### src/hw/rtl/mmcs_pkg.sv
// ----------------------------------------------------------------------------
// Min/max contrast stretch package
// Widths, request types and control structs shared by the stretch core.
// ----------------------------------------------------------------------------
package mmcs_pkg;

  localparam int PIXEL_BITS = 16;
  localparam int FIELD_BITS = 16;
  localparam int CNT_BITS   = $clog2(PIXEL_BITS);

  localparam logic [PIXEL_BITS-1:0] FULL_SCALE = {PIXEL_BITS{1'b1}};
  localparam logic [PIXEL_BITS-1:0] LOW_RESET  = FULL_SCALE;
  localparam logic [PIXEL_BITS-1:0] HIGH_RESET = '0;

  localparam logic MODE_MEASURE   = 1'b0;
  localparam logic MODE_NORMALIZE = 1'b1;

  typedef struct packed {
    logic                  mode;
    logic [FIELD_BITS-1:0] pixel;
    logic                  last;
  } in_req_t;

  typedef struct packed {
    logic [FIELD_BITS-1:0] stretched;
    logic                  end_of_frame;
  } out_req_t;

  typedef struct packed {
    logic update;
    logic clear;
  } bnd_ctl_t;

  typedef struct packed {
    logic                  done;
    logic [PIXEL_BITS-1:0] quotient;
  } div_res_t;

endpackage

### src/hw/rtl/mmcs_bounds.sv
// ----------------------------------------------------------------------------
// Min/max contrast stretch bounds tracker
// Holds the running minimum and maximum of the measure pass.
// ----------------------------------------------------------------------------
module mmcs_bounds (
  input  logic                           clk,
  input  logic                           rst,
  input  mmcs_pkg::bnd_ctl_t             ctl,
  input  logic [mmcs_pkg::PIXEL_BITS-1:0] pixel,
  output logic [mmcs_pkg::PIXEL_BITS-1:0] low_bound,
  output logic [mmcs_pkg::PIXEL_BITS-1:0] high_bound
);

  always_ff @(posedge clk) begin
    if (rst || ctl.clear) begin
      low_bound  <= mmcs_pkg::LOW_RESET;
      high_bound <= mmcs_pkg::HIGH_RESET;
    end else if (ctl.update) begin
      if (pixel < low_bound) begin
        low_bound <= pixel;
      end
      if (pixel > high_bound) begin
        high_bound <= pixel;
      end
    end
  end

endmodule

### src/hw/rtl/mmcs_div.sv
// ----------------------------------------------------------------------------
// Min/max contrast stretch serial divider
// Restoring divider producing one quotient bit per cycle of d*FULL/range.
// ----------------------------------------------------------------------------
module mmcs_div (
  input  logic                            clk,
  input  logic                            rst,
  input  logic                            start,
  input  logic [mmcs_pkg::PIXEL_BITS-1:0] offset,
  input  logic [mmcs_pkg::PIXEL_BITS-1:0] range,
  output mmcs_pkg::div_res_t              res
);

  localparam int PB = mmcs_pkg::PIXEL_BITS;

  typedef enum logic [1:0] {
    ST_IDLE,
    ST_STEP,
    ST_FIX
  } div_state_t;

  div_state_t                    state;
  logic [PB:0]                   rem;
  logic [PB-1:0]                 den;
  logic [PB-1:0]                 quo;
  logic [PB-1:0]                 base;
  logic [mmcs_pkg::CNT_BITS-1:0] cnt;

  logic [PB:0]   shifted;
  logic [PB+1:0] diff;

  // The numerator is offset*2^PB - offset; the long division runs on offset*2^PB and
  // the final step decrements the quotient when the remainder is below the offset.
  assign shifted = {rem[PB-1:0], 1'b0};
  assign diff    = {1'b0, shifted} - {2'b00, den};

  always_ff @(posedge clk) begin
    if (rst) begin
      state    <= ST_IDLE;
      res.done <= 1'b0;
      cnt      <= '0;
    end else begin
      res.done <= (state == ST_FIX);
      unique case (state)
        ST_IDLE: begin
          if (start) begin
            rem   <= {1'b0, offset};
            den   <= range;
            base  <= offset;
            quo   <= '0;
            cnt   <= '0;
            state <= ST_STEP;
          end
        end
        ST_STEP: begin
          if (!diff[PB+1]) begin
            rem <= diff[PB:0];
            quo <= {quo[PB-2:0], 1'b1};
          end else begin
            rem <= shifted;
            quo <= {quo[PB-2:0], 1'b0};
          end
          cnt <= cnt + 1'b1;
          if (cnt == mmcs_pkg::CNT_BITS'(PB - 1)) begin
            state <= ST_FIX;
          end
        end
        ST_FIX: begin
          res.quotient <= (rem[PB-1:0] >= base) ? quo : quo - 1'b1;
          state        <= ST_IDLE;
        end
        default: state <= ST_IDLE;
      endcase
    end
  end

endmodule

### src/hw/rtl/min_max_contrast_stretch_core.sv
// ----------------------------------------------------------------------------
// Min/max contrast stretch core
// Measures the pixel range of a frame, then stretches each pixel to full scale.
//
//   channel   signals                      request fields
//   in        in_valid, in_ready, in_data  mode, pixel, last
//   out       out_valid, out_ready, out_data stretched, end_of_frame
//
// A measure request gives no result.
// A normalize request in range loads the output register once the output is free,
// after 16 divider steps, one correction, one capture and one load.
// Below, above or without a measured range it goes to the hold state and loads from there.
// Reset returns the bounds to an empty range and empties the output register.
// A stalled output holds its request; a new input request is taken meanwhile.
// ----------------------------------------------------------------------------
module min_max_contrast_stretch_core (
  input  logic               clk,
  input  logic               rst,
  input  logic               in_valid,
  output logic               in_ready,
  input  mmcs_pkg::in_req_t  in_data,
  output logic               out_valid,
  input  logic               out_ready,
  output mmcs_pkg::out_req_t out_data
);

  localparam int PB = mmcs_pkg::PIXEL_BITS;

  typedef enum logic [1:0] {
    ST_IDLE,
    ST_BUSY,
    ST_HOLD
  } core_state_t;

  core_state_t        state;
  logic [PB-1:0]      result;
  logic               result_last;

  logic               accept;
  logic [PB-1:0]      pixel;
  logic [PB-1:0]      low_bound;
  logic [PB-1:0]      high_bound;
  mmcs_pkg::bnd_ctl_t bnd_ctl;
  mmcs_pkg::div_res_t div_res;
  logic               div_start;
  logic               no_range;
  logic               saturate;

  assign in_ready = (state == ST_IDLE);
  assign accept   = in_valid && in_ready;
  assign pixel    = in_data.pixel[PB-1:0];

  assign bnd_ctl.update = accept && (in_data.mode == mmcs_pkg::MODE_MEASURE);
  assign bnd_ctl.clear  = accept && (in_data.mode == mmcs_pkg::MODE_NORMALIZE)
                          && in_data.last;

  assign no_range  = (high_bound <= low_bound) || (pixel <= low_bound);
  assign saturate  = (pixel >= high_bound);
  assign div_start = accept && (in_data.mode == mmcs_pkg::MODE_NORMALIZE)
                     && !no_range && !saturate;

  mmcs_bounds u_bounds (
    .clk        (clk),
    .rst        (rst),
    .ctl        (bnd_ctl),
    .pixel      (pixel),
    .low_bound  (low_bound),
    .high_bound (high_bound)
  );

  mmcs_div u_div (
    .clk    (clk),
    .rst    (rst),
    .start  (div_start),
    .offset (pixel - low_bound),
    .range  (high_bound - low_bound),
    .res    (div_res)
  );

  always_ff @(posedge clk) begin
    if (rst) begin
      state     <= ST_IDLE;
      out_valid <= 1'b0;
    end else begin
      if (out_valid && out_ready && (state != ST_HOLD)) begin
        out_valid <= 1'b0;
      end
      unique case (state)
        ST_IDLE: begin
          if (accept && (in_data.mode == mmcs_pkg::MODE_NORMALIZE)) begin
            result_last <= in_data.last;
            if (no_range) begin
              result <= '0;
              state  <= ST_HOLD;
            end else if (saturate) begin
              result <= mmcs_pkg::FULL_SCALE;
              state  <= ST_HOLD;
            end else begin
              state <= ST_BUSY;
            end
          end
        end
        ST_BUSY: begin
          if (div_res.done) begin
            result <= div_res.quotient;
            state  <= ST_HOLD;
          end
        end
        ST_HOLD: begin
          if (!out_valid || out_ready) begin
            out_valid             <= 1'b1;
            out_data.stretched    <= mmcs_pkg::FIELD_BITS'(result);
            out_data.end_of_frame <= result_last;
            state                 <= ST_IDLE;
          end
        end
        default: state <= ST_IDLE;
      endcase
    end
  end

endmodule

### config.mk
export PLATFORM = sky130hd
export DESIGN_NAME = min_max_contrast_stretch_core
export DESIGN_NICKNAME = d
export VERILOG_FILES = /design/src/hw/rtl/mmcs_pkg.sv /design/src/hw/rtl/mmcs_bounds.sv /design/src/hw/rtl/mmcs_div.sv /design/src/hw/rtl/min_max_contrast_stretch_core.sv
export SDC_FILE = /design/constraint.sdc
export NUM_CORES = 1
export LEC_CHECK = 0
export BUFFER_PORTS_ARGS = -buffer_cell sky130_fd_sc_hd__buf_2
export CAP_MARGIN = 40
export CORE_MARGIN = 8
export CORE_UTILIZATION = 49
export CTS_CLUSTER_DIAMETER = 60
export CTS_CLUSTER_SIZE = 14
export DETAILED_ROUTE_END_ITERATION = 10
export PLACE_DENSITY = 0.66
export SLEW_MARGIN = 20
export SYNTH_ARGS = -nofsm -noshare
export SYNTH_HDL_FRONTEND = slang
export SYNTH_SLANG_ARGS = --single-unit
### constraint.sdc
create_clock -name clk -period 3.95 [get_ports clk]
set_input_delay 0.1975 -clock clk [delete_from_list [all_inputs] [get_ports clk]]
set_output_delay 0.1975 -clock clk [all_outputs]
set_load 0.02 [all_outputs]
==> results of run 1 <==
## flip-flops by register name, indices dropped and copies added, names as in the netlist
| name | flops |
|---|---|
| u_bounds.high_bound | 16 |
| out_data | 17 |
| result_last | 1 |
| u_div.base | 16 |
| u_div.state | 2 |
| u_div.rem | 16 |
| u_bounds.low_bound | 16 |
| state | 2 |
| u_div.quo | 16 |
| out_valid | 1 |
| u_div.cnt | 4 |
| u_div.res | 17 |
| result | 16 |
| u_div.den | 16 |
## power by group through the flow
stage	clock, mW	sequential (mW)	combinational (mW)
detailed placement	0	1.84	0.393
global route	1.74	1.81	0.444
global placement	0	1.84	0.388
finish	1.63	1.81	0.397
CTS	1.67	1.81	0.398
floorplan	0	1.84	0.286
## stage by stage
| step | instances | setup slack [ns] | cell area, µm² | total power [mW] | util, % |
|---|---|---|---|---|---|
| finish | 1156 | 0.648 | 10200 | 3.84 | 56.5 |
| global route | 1156 | 0.417 | 10200 | 3.99 | 56.5 |
| CTS | 1155 | 0.638 | 10200 | 3.88 | 56.5 |
| detailed placement | 1122 | 0.592 | 9560 | 2.24 | 53.0 |
| global placement | 1120 | 0.655 | 9530 | 2.23 | 52.9 |
| floorplan | 860 | 0.323 | 9030 | 2.13 | - |
## path summary, 6_finish.rpt
path,slack [ns],end,start
setup / recovery,0.65,u_div.den[7],u_bounds.low_bound[0]
hold reg to reg,0.42,out_data[14],result[13]
hold / removal,0.02,u_bounds.low_bound[0],in_data[1]
setup reg to reg,0.65,u_div.den[7],u_bounds.low_bound[0]
## cell usage after synthesis (20+ instances only)
master	instances	area, µm²
dfxtp_1	42	841
nor2_1	63	236
o21ai_1	22	110
mux2i_1	26	260
nand2_1	56	210
xnor2_1	42	368
nor3_1	20	100
a21oi_1	45	225
ha_1	81	1010
a21o_1	37	278
inv_1	79	297
nand3_1	23	115
and2_1	21	131
edfxtp_1	114	3420
## critical path, cell delays in order (launching register included)
cell and delay [ns]:
dfxtp_1 0.33, ha_1 0.21, fa_1 0.41, nor2b_1 0.16, o31a_1 0.20, nor3_2 0.07
o31ai_4 0.35, a221oi_4 0.17, nor4_2 0.44, and4b_1 0.25, buf_4 0.35
## per-layer routing
metal	up-vias	global-route usage, %	share of wire [%]	wire length [µm]
li1	3225	-	-	-
met1	2885	22.7	50	8900
met2	139	25.0	44	7840
met3	13	3.27	4.7	838
met4	0	4.85	1.0	181
met5	-	0	0	0
## area by class of cell
cell class / instances / area (µm²) / area share (%)
multi-input combinational: 603 / 4390 / 43.1
clock buffer: 17 / 425 / 4.18
inverter: 79 / 297 / 2.91
tap: 229 / 287 / 2.81
timing repair buffer: 57 / 335 / 3.29
sequential: 156 / 4260 / 41.9
clock inverter: 15 / 185 / 1.82
## cells by family (layout without fill, tap and decap cells)
group / count (synthesis) / after routing / share of synthesized area, %
DFF: 156 / 156 / 47.2
muxes: 26 / 26 / 2.88
adders and majority gates: 84 / 84 / 11.9
xor gates and xnor gates: 52 / 52 / 5.04
buffers and inverters: 101 / 168 / 4.29
AOI/OAI and AO/OA: 186 / 186 / 14.3
and+or+nand+nor: 255 / 255 / 14.4
==> summary.md, run 1 <==
| Metric | Value |
|---|---|
| Status | `completed` |
| Synth async-reset ratio | `0%` |
| HP Class | `input pin to flip-flop` |
| RSZ-0062 raised after global routing | `false` |
| Reg power frac | `between 40% and 50%` |
| GRT Total Usage | `between 10% and 20%` |
| Vias/cell | `between 5 and 6` |
| Die H | `between 150 and 200 µm` |
| Logic gate share of total power | `roughly a tenth` |
| HPWL after DPL | `between 10,000 and 15,000 µm` |
| Post-synth top flop | `edfxtp_1` |
| Pin count of the biggest net entering global routing | `33` |
| RePlAce Congestion | `approximately 0.89` |
| Crit path launch type | `flip-flop` |
| Clk root buf | `clkbuf_16` |
| First-pass GRT wire length | `29,700 µm` |
| Depth of the worst register-to-register path | `10` |
| Sequential-to-total area share from yosys stat | `a little under half` |
| GRT overflow | `0` |
| VDD IR-drop max | `around 0.00030 V` |
| Clock Path Buffers | `2` |
| Pins Over Slew Limit | `0` |
| FMAX | `a little over 300 MHz` |
| Cell-internal power | `between 2 and 3 mW` |
| Clk pwr share | `42.6%` |
| Register bit count reported by yosys | `between 150 and 200` |
| Leakage dissipation | `4.39 nW` |
| CTS tree | `yes` |
| # H-tree levels | `4` |
| Layout net count | `between 1,000 and 1,500` |
| Synth Instances | `860` |
| Net count after synthesis | `966` |
| Initial antenna violation count | `0` |
| Worst Tran Pin Value | `about 0.85 ns` |
| EDFF count, synth | `between 100 and 150` |
| TritonCTS Buffers | `17` |
| Number of DRC markers in iteration 0 | `~340` |
| Setup Fix Bufs, Post-CTS | `0` |
| Worst Skew | `~0.013 ns` |
| Synthesized area | `between 0.009 and 0.01 mm²` |
| Antenna viol nets, final | `0` |
| Die X | `152 µm` |
| Ports | `roughly 40` |
| Clk_lat worst skew | `0.43 ns` |
| Hold_ws | `0.0206 ns` |
| Buffers on Ports | `40` |
| Number of iterations in the first detailed-routing pass | `5` |
| FP Rows | `49` |
| Tcrit/Tclk final | `a little over four fifths` |
| Total of max-cap violations | `0` |
| Clock transition at path regs | `approximately 0.070 ns` |
| Hold buffers post-CTS | `1` |
| CP Class | `flip-flop to flip-flop` |
| # DRC | `0` |
| Yosys warnings | `0` |
| Total negative slack | `0 ns` |
| Most common cell after layout, fill and taps aside | `edfxtp_1` |
| Library cells used by synthesis | `66` |
| Avg Cell Area, Syn | `between 10 and 15 µm²` |
| Share of cells above drive strength 1 | `between 10 and 15%` |
| Vias in the first global route | `6,076` |
| P&R area growth vs syn | `12.7%` |
| Worst Path Max Fanout | `32` |
| Cell area power density | `377 mW/mm²` |
| Via count | `around 6,300` |
| Most frequent cells in the layout | `edfxtp_1 (114), ha_1 (81), inv_1 (79), nor2_1 (63), nand2_1 (56)` |
| Crit end category | `flip-flop` |
| Max_slew headroom | `43.2%` |
| Worst endpoint required time | `4.03 ns` |
| Core area | `between 0.015 and 0.02 mm²` |
| ANT cells | `0` |
| Final setup fails | `0` |
| Clock Sinks | `156` |
| Final WL | `roughly 18,000 µm` |
| Area of the die | `0.0230 mm²` |
| Hold depth | `3` |
| WL per Instance | `15.4 µm` |
| Fin. Hold Viols | `0` |
| Psw | `between 1 and 1.5 mW` |
| Starting Density | `50.1%` |
| CP arrival | `approximately 3.4 ns` |
| # resized after CTS | `0` |
| Period minus WS final | `~3.3 ns` |
| Sw frac | `roughly a quarter` |
| Fillers | `approximately 1,600` |
(Power assumes the default switching activity.)
==> run 2: changes to the inputs <==
clock period = 3.2 ns   (was 3.95 ns; I/O delays follow)
==> summary.md, run 2 (synthesized netlist as in run 1, its figures left out) <==
| Metric | Value |
|---|---|
| Tcrit/Tclk final | `94.4%` |
| Final WL | `17,900 µm (+0.89%)` |
| Cell-internal power | `3.47 mW (+23%)` |
| Final setup fails | `0 (unchanged)` |
| Area of the die | `0.0230 mm² (unchanged)` |
| Worst Skew | `0.0102 ns (-0.00291 ns)` |
| GRT Total Usage | `16.3% (+0.099 points)` |
| FP Rows | `49 (unchanged)` |
| Worst r2r src | `u_bounds.low_bound[2]` |
| Antenna viol nets, final | `0 (unchanged)` |
| Fin. Hold Viols | `0 (unchanged)` |
| HP Class | `input pin to flip-flop` |
| Die X | `152 µm (unchanged)` |
| Clk_lat worst skew | `0.43 ns (about the same)` |
| Vias/cell | `5.37 (-0.91%)` |
| Worst Path Max Fanout | `16 (-50%)` |
| Psw | `1.24 mW (+22%)` |
| Biggest regs | `out_data (17), u_div.res (17)` |
| CP arrival | `3.16 ns (-0.22 ns)` |
| # DRC | `0 (unchanged)` |
| Die H | `152 µm (unchanged)` |
| Max_slew headroom | `52.4% (+9.1 points)` |
| GRT overflow | `0 (unchanged)` |
| Number of iterations in the first detailed-routing pass | `5 (unchanged)` |
| Buffers on Ports | `40 (unchanged)` |
| TritonCTS Buffers | `17 (unchanged)` |
| Reg power frac | `47.4% (+0.3 points)` |
| Clock Sinks | `156 (unchanged)` |
| Ports | `41 (unchanged)` |
| P&R area growth vs syn | `13.9%` |
| Total negative slack | `0 ns (unchanged)` |
| Crit path launch type | `input pin` |
| Crit path to | `u_div.quo[6]` |
| Number of DRC markers in iteration 0 | `319 (-4.8%)` |
| Design Power | `4.71 mW (+23%)` |
| Leakage dissipation | `4.41 nW (+0.54%)` |
| Most common cell after layout, fill and taps aside | `edfxtp_1` |
| # H-tree levels | `4 (unchanged)` |
| Starting Density | `50.1% (unchanged)` |
| Depth of the worst register-to-register path | `11 (+1)` |
| Crit end category | `flip-flop` |
| Clock Path Buffers | `2 (unchanged)` |
| Clk pwr share | `42.2% (-0.4 points)` |
| HPWL after DPL | `13,700 µm (-0.51%)` |
| RePlAce Congestion | `0.836 (-5.8%)` |
| RSZ-0062 raised after global routing | `false` |
| Reg-to-Reg End | `result[1]` |
| Pin count of the biggest net entering global routing | `33 (unchanged)` |
| Layout net count | `1,025 (+0.49%)` |
| CTS tree | `yes` |
| WL per Instance | `15.4 µm (+0.46%)` |
| VDD IR-drop max | `0.000392 V (+29%)` |
| Total of max-cap violations | `0 (unchanged)` |
| Worst endpoint required time | `3.34 ns (-0.69 ns)` |
| Logic gate share of total power | `10.4% (about the same)` |
| Status | `completed` |
| Crit. Startpoint | `in_data[1]` |
| Initial antenna violation count | `0 (unchanged)` |
| First-pass GRT wire length | `29,800 µm (+0.28%)` |
| Period minus WS final | `slightly above 3 ns` |
| ANT cells | `0 (unchanged)` |
| CP Class | `input pin to flip-flop` |
| Sw frac | `26.4% (-0.13 points)` |
| Clock transition at path regs | `0.07 ns (about the same)` |
| Share of cells above drive strength 1 | `11.9% (+0.69 points)` |
| Via count | `6,232 (-0.48%)` |
| Cell area power density | `458 mW/mm² (+22%)` |
| Core area | `0.0180 mm² (unchanged)` |
| Worst Tran Pin Value | `0.715 ns (-0.135 ns)` |
| Worst hold start | `in_data[13]` |
| Vias in the first global route | `6,063 (-0.21%)` |
| Most frequent cells in the layout | `edfxtp_1 (114), ha_1 (81), inv_1 (79), nor2_1 (63), nand2_1 (56)` |
| FMAX | `about 330 MHz` |
| Clk root buf | `clkbuf_16` |
| R2R setup slack | `0.24 ns (-0.41 ns)` |
| Pins Over Slew Limit | `0 (unchanged)` |
==> run 2: layout make-up <==
type                            instances  area, µm²
Multi-Input combinational cell        603       4400
Tap cell                              229        287
Clock inverter                         15        164
Clock buffer                           17        425
Fill cell                            1564       7740
Sequential cell                       156       4260
Inverter                               79        297
Timing Repair Buffer                   62        450
==> run 2: worst min-delay path by stage <==
stage / to / slack (ns) / depth (start not counted)
global placement: result_last / 0.39 / 1
detailed placement: result_last / 0.38 / 1
floorplan: result_last / 0.26 / 0
global route: u_bounds.low_bound[13] / 0.03 / 3
CTS: u_bounds.low_bound[12] / 0.005 / 3
finish: u_bounds.low_bound[12] / 0.02 / 3
==> run 2: layer usage <==
metal | vias up | global-route usage [%] | routed length (µm)
li1 | 3233 | - | -
met1 | 2852 | 23.4 | 9110
met2 | 128 | 24.3 | 7620
met3 | 19 | 3.30 | 953
met4 | 0 | 5.05 | 227
met5 | - | 0 | 0
==> run 2: power groups by stage <==
stage | clock network, mW | registers [mW] | logic, mW
floorplan | 0 | 2.28 | 0.353
global placement | 0 | 2.27 | 0.478
detailed placement | 0 | 2.28 | 0.484
CTS | 2.03 | 2.23 | 0.489
global route | 2.10 | 2.23 | 0.552
finish | 1.99 | 2.23 | 0.491
==> run 2: worst max-delay path, cell delays in order <==
cell           delay [ns]
dlygate4sd3_1        0.52
buf_2                0.12
inv_1                0.06
ha_1                 0.22
fa_2                 0.37
nor2b_1              0.15
o31a_1               0.21
nor3_2               0.08
o31ai_4              0.35
a221oi_4             0.12
buf_4                0.17
nor4_4               0.19
o21ba_4              0.23
clkbuf_16            0.18
==> run 2: what timing repair did <==
| action | 4_1_cts | 5_1_grt |
|---|---|---|
| setup buffers | 0 | 1 |
| setup endpoints to repair | 0 | 65 |
| gates resized for setup | 0 | 2 |
| hold buffers | 2 | 0 |
| endpoints found under the hold margin | 3 | 0 |
==> run 2: per-stage QoR <==
step	hold slack [ns]	util [%]	area [µm²]	setup WS [ns]	instances
global placement	0.390	53.5	9640	0.193	1125
global route	0.0283	57.1	10300	0.0174	1161
CTS	0.00484	56.8	10200	0.0460	1159
finish	0.0226	57.1	10300	0.181	1161
detailed placement	0.384	53.5	9640	0.127	1125
floorplan	0.259	-	9040	0.0766	860
==> run 3: changes to the inputs <==
CORE_UTILIZATION = 53   (was 49)
GPL_ROUTABILITY_DRIVEN = 1   (was unset)
PLACE_DENSITY = 0.7   (was 0.66)
clock period = 3.9 ns   (was 3.2 ns; I/O delays follow)
==> summary.md, run 3 (synthesized netlist as in run 1, its figures left out) <==
| Metric | Value |
|---|---|
| Status | `completed` |
| Layout Utilization | `61.1% (+4.0 points)` |
| Setup Fix Bufs, Post-CTS | `0 (unchanged)` |
| CP peak stage delay | `0.52 ns (about the same)` |
| Hold_ws | `0.0428 ns (+0.0202 ns)` |
| Hold depth | `3 (unchanged)` |
| WL per Instance | `16.3 µm (+5.4%)` |
| # DRC | `0 (unchanged)` |
| Number of iterations in the first detailed-routing pass | `5 (unchanged)` |
| Worst r2r src | `u_bounds.low_bound[0]` |
| TritonCTS Buffers | `17 (unchanged)` |
| Pins Over Slew Limit | `0 (unchanged)` |
| Share of cells above drive strength 1 | `11.1% (-0.80 points)` |
| Layout net count | `1,020 (-0.49%)` |
| Psw | `1.05 mW (-16%)` |
| Cell area power density | `383 mW/mm² (-16%)` |
| Clock transition at path regs | `0.07 ns (about the same)` |
| Final setup fails | `0 (unchanged)` |
| GRT overflow | `0 (unchanged)` |
| GRT met3 Usage | `3.86% (+0.57 points)` |
| GRT Total Usage | `17.8% (+1.4 points)` |
| Most common cell after layout, fill and taps aside | `edfxtp_1` |
| Tcrit/Tclk final | `between 80% and 90%` |
| Number of DRC markers in iteration 0 | `377 (+18%)` |
| Clock Path Buffers | `2 (unchanged)` |
| Met2 Use GR | `27.6% (+3.3 points)` |
| Clock Sinks | `156 (unchanged)` |
| CP Class | `input pin to flip-flop` |
| Worst Path Max Fanout | `32 (+16)` |
| HPWL after DPL | `13,900 µm (+1.5%)` |
| Critical-path top delay cell | `dlygate4sd3_1` |
| Initial antenna violation count | `0 (unchanged)` |
| Crit-path cells | `dlygate4sd3_1 > buf_2 > inv_1 > ha_1 > fa_1 > nor2b_1 > o31a_1 > nor3_2 > o31ai_4 > a221oi_4 > nor4_2 > and4b_1 > buf_4` |
| Logic gate share of total power | `10.4% (about the same)` |
| ANT cells | `0 (unchanged)` |
| First-pass GRT wire length | `31,000 µm (+4.2%)` |
| Fin. Hold Viols | `0 (unchanged)` |
| Worst hold start | `in_data[8]` |
| Worst endpoint required time | `3.99 ns (+0.65 ns)` |
| Clk_lat worst skew | `0.44 ns (about the same)` |
| Leakage dissipation | `4.39 nW (-0.63%)` |
| RSZ-0062 raised after global routing | `false` |
| Buffers on Ports | `40 (unchanged)` |
| R2R setup slack | `0.66 ns (+0.42 ns)` |
| Pin count of the biggest net entering global routing | `33 (unchanged)` |
| Core area | `0.0166 mm² (-7.7%)` |
| P&R area growth vs syn | `12.6%` |
| Most frequent cells in the layout | `edfxtp_1 (114), ha_1 (81), inv_1 (79), nor2_1 (63), nand2_1 (56)` |
| VDD IR-drop max | `0.000346 V (-12%)` |
| Cell-internal power | `2.85 mW (-18%)` |
| Reg-to-Reg End | `u_div.base[0]` |
| # H-tree levels | `4 (unchanged)` |
| Depth of the worst register-to-register path | `10 (-1)` |
| Via count | `6,397 (+2.6%)` |
| CP delay by family, top | `buffers and inverters` |
| Total of max-cap violations | `0 (unchanged)` |
| Worst Tran Pin Value | `0.796 ns (+0.0818 ns)` |
| Ports | `41 (unchanged)` |
| Design Power | `3.90 mW (-17%)` |
| CP arrival | `3.48 ns (+0.32 ns)` |
| HP Class | `input pin to flip-flop` |
| Period minus WS final | `approximately 3.4 ns` |
| Worst Skew | `0.0102 ns (+0.0000448 ns)` |
| Starting Density | `54.3% (+4.2 points)` |
| Sw frac | `26.9% (+0.54 points)` |
| Crit end category | `flip-flop` |
| Clk root buf | `clkbuf_16` |
| Reg power frac | `47.0% (-0.4 points)` |
| RePlAce Congestion | `0.891 (+6.7%)` |
| Vias in the first global route | `6,231 (+2.8%)` |
| Crit path buffers/inverters | `4 (-1)` |
| CTS tree | `yes` |
| Biggest regs | `out_data (17), u_div.res (17)` |
| Total negative slack | `0 ns (unchanged)` |
| Vias/cell | `5.58 (+3.9%)` |
| M1 GR Usage | `24.2% (+0.78 points)` |
| FP Rows | `47 (-4.1%)` |
| Die X | `147 µm (-3.4%)` |
| Crit path launch type | `input pin` |
| FMAX | `a little under 300 MHz` |
| Gr busiest metal | `met2` |
| Final WL | `18,600 µm (+4.1%)` |
| Die H | `147 µm (-3.4%)` |
| WHS Endpoint | `u_bounds.low_bound[7]` |
| Clk pwr share | `42.6% (+0.4 points)` |
| Max_slew headroom | `46.4% (-5.9 points)` |
| Antenna viol nets, final | `0 (unchanged)` |
| Area of the die | `0.0215 mm² (-6.8%)` |
run 3: cell types whose count changed in the layout (fill, tap and decap cells not counted), sizes merged:
cell      before  now
buf           59   55
inv           88   85
clkbuf        18   17
clkinvlp       2    1
clkinv         4    8
run 3: layout make-up:
class                           instances  area, µm²
Clock buffer                           17        425
Clock inverter                         15        185
Fill cell                            1362       6470
Inverter                               79        297
Multi-Input combinational cell        603       4390
Sequential cell                       156       4260
Tap cell                              220        275
Timing Repair Buffer                   57        333
run 3: power by group through the flow:
stage / Combinational [mW] / Sequential (mW) / Clock, mW
after floorplan: 0.289 / 1.87 / 0
after global placement: 0.389 / 1.87 / 0
after detailed placement: 0.397 / 1.87 / 0
after CTS: 0.405 / 1.83 / 1.69
after global routing: 0.452 / 1.83 / 1.75
final: 0.405 / 1.83 / 1.66
run 3: worst min-delay path, delay by kind of cell:
family | cells | cell delay [ns]
simple gates | 1 | 0.05
compound gates | 1 | 0.08
buf+inv | 1 | 0.11
run 3: metrics by stage:
| stage | std cells | worst slack, ns | cell area, µm² |
|---|---|---|---|
| 3_5_place_dp | 1113 | 0.590 | 9540 |
| 3_3_place_gp | 1112 | 0.615 | 9530 |
| 4_1_cts | 1147 | 0.521 | 10200 |
| 2_1_floorplan | 860 | 0.273 | 9030 |
| 5_1_grt | 1147 | 0.328 | 10200 |
| 6_report | 1147 | 0.511 | 10200 |
run 3: per-layer routing:
layer  wire [µm]  part of all wire (%)
met3         865                   4.6
met2        8280                    44
met1        9230                    50
met4         267                   1.4
met5           0                     0
run 3: worst max-delay path by stage:
stage | start | endpoint | slack [ns] | depth (start not counted)
finish | in_data[1] | u_div.base[0] | 0.51 | 13
floorplan | u_bounds.low_bound[9] | result[0] | 0.27 | 9
global route | in_data[1] | u_div.base[7] | 0.33 | 13
global placement | in_data[1] | u_div.base[0] | 0.61 | 12
detailed placement | in_data[1] | u_div.base[0] | 0.59 | 12
CTS | in_data[1] | u_div.base[0] | 0.52 | 13
run 3: repair_timing:
| item | in CTS | in global routing |
|---|---|---|
| hold endpoints to repair | 2 | 0 |
| hold buffers | 2 | 0 |
| resized for setup | 0 | 0 |
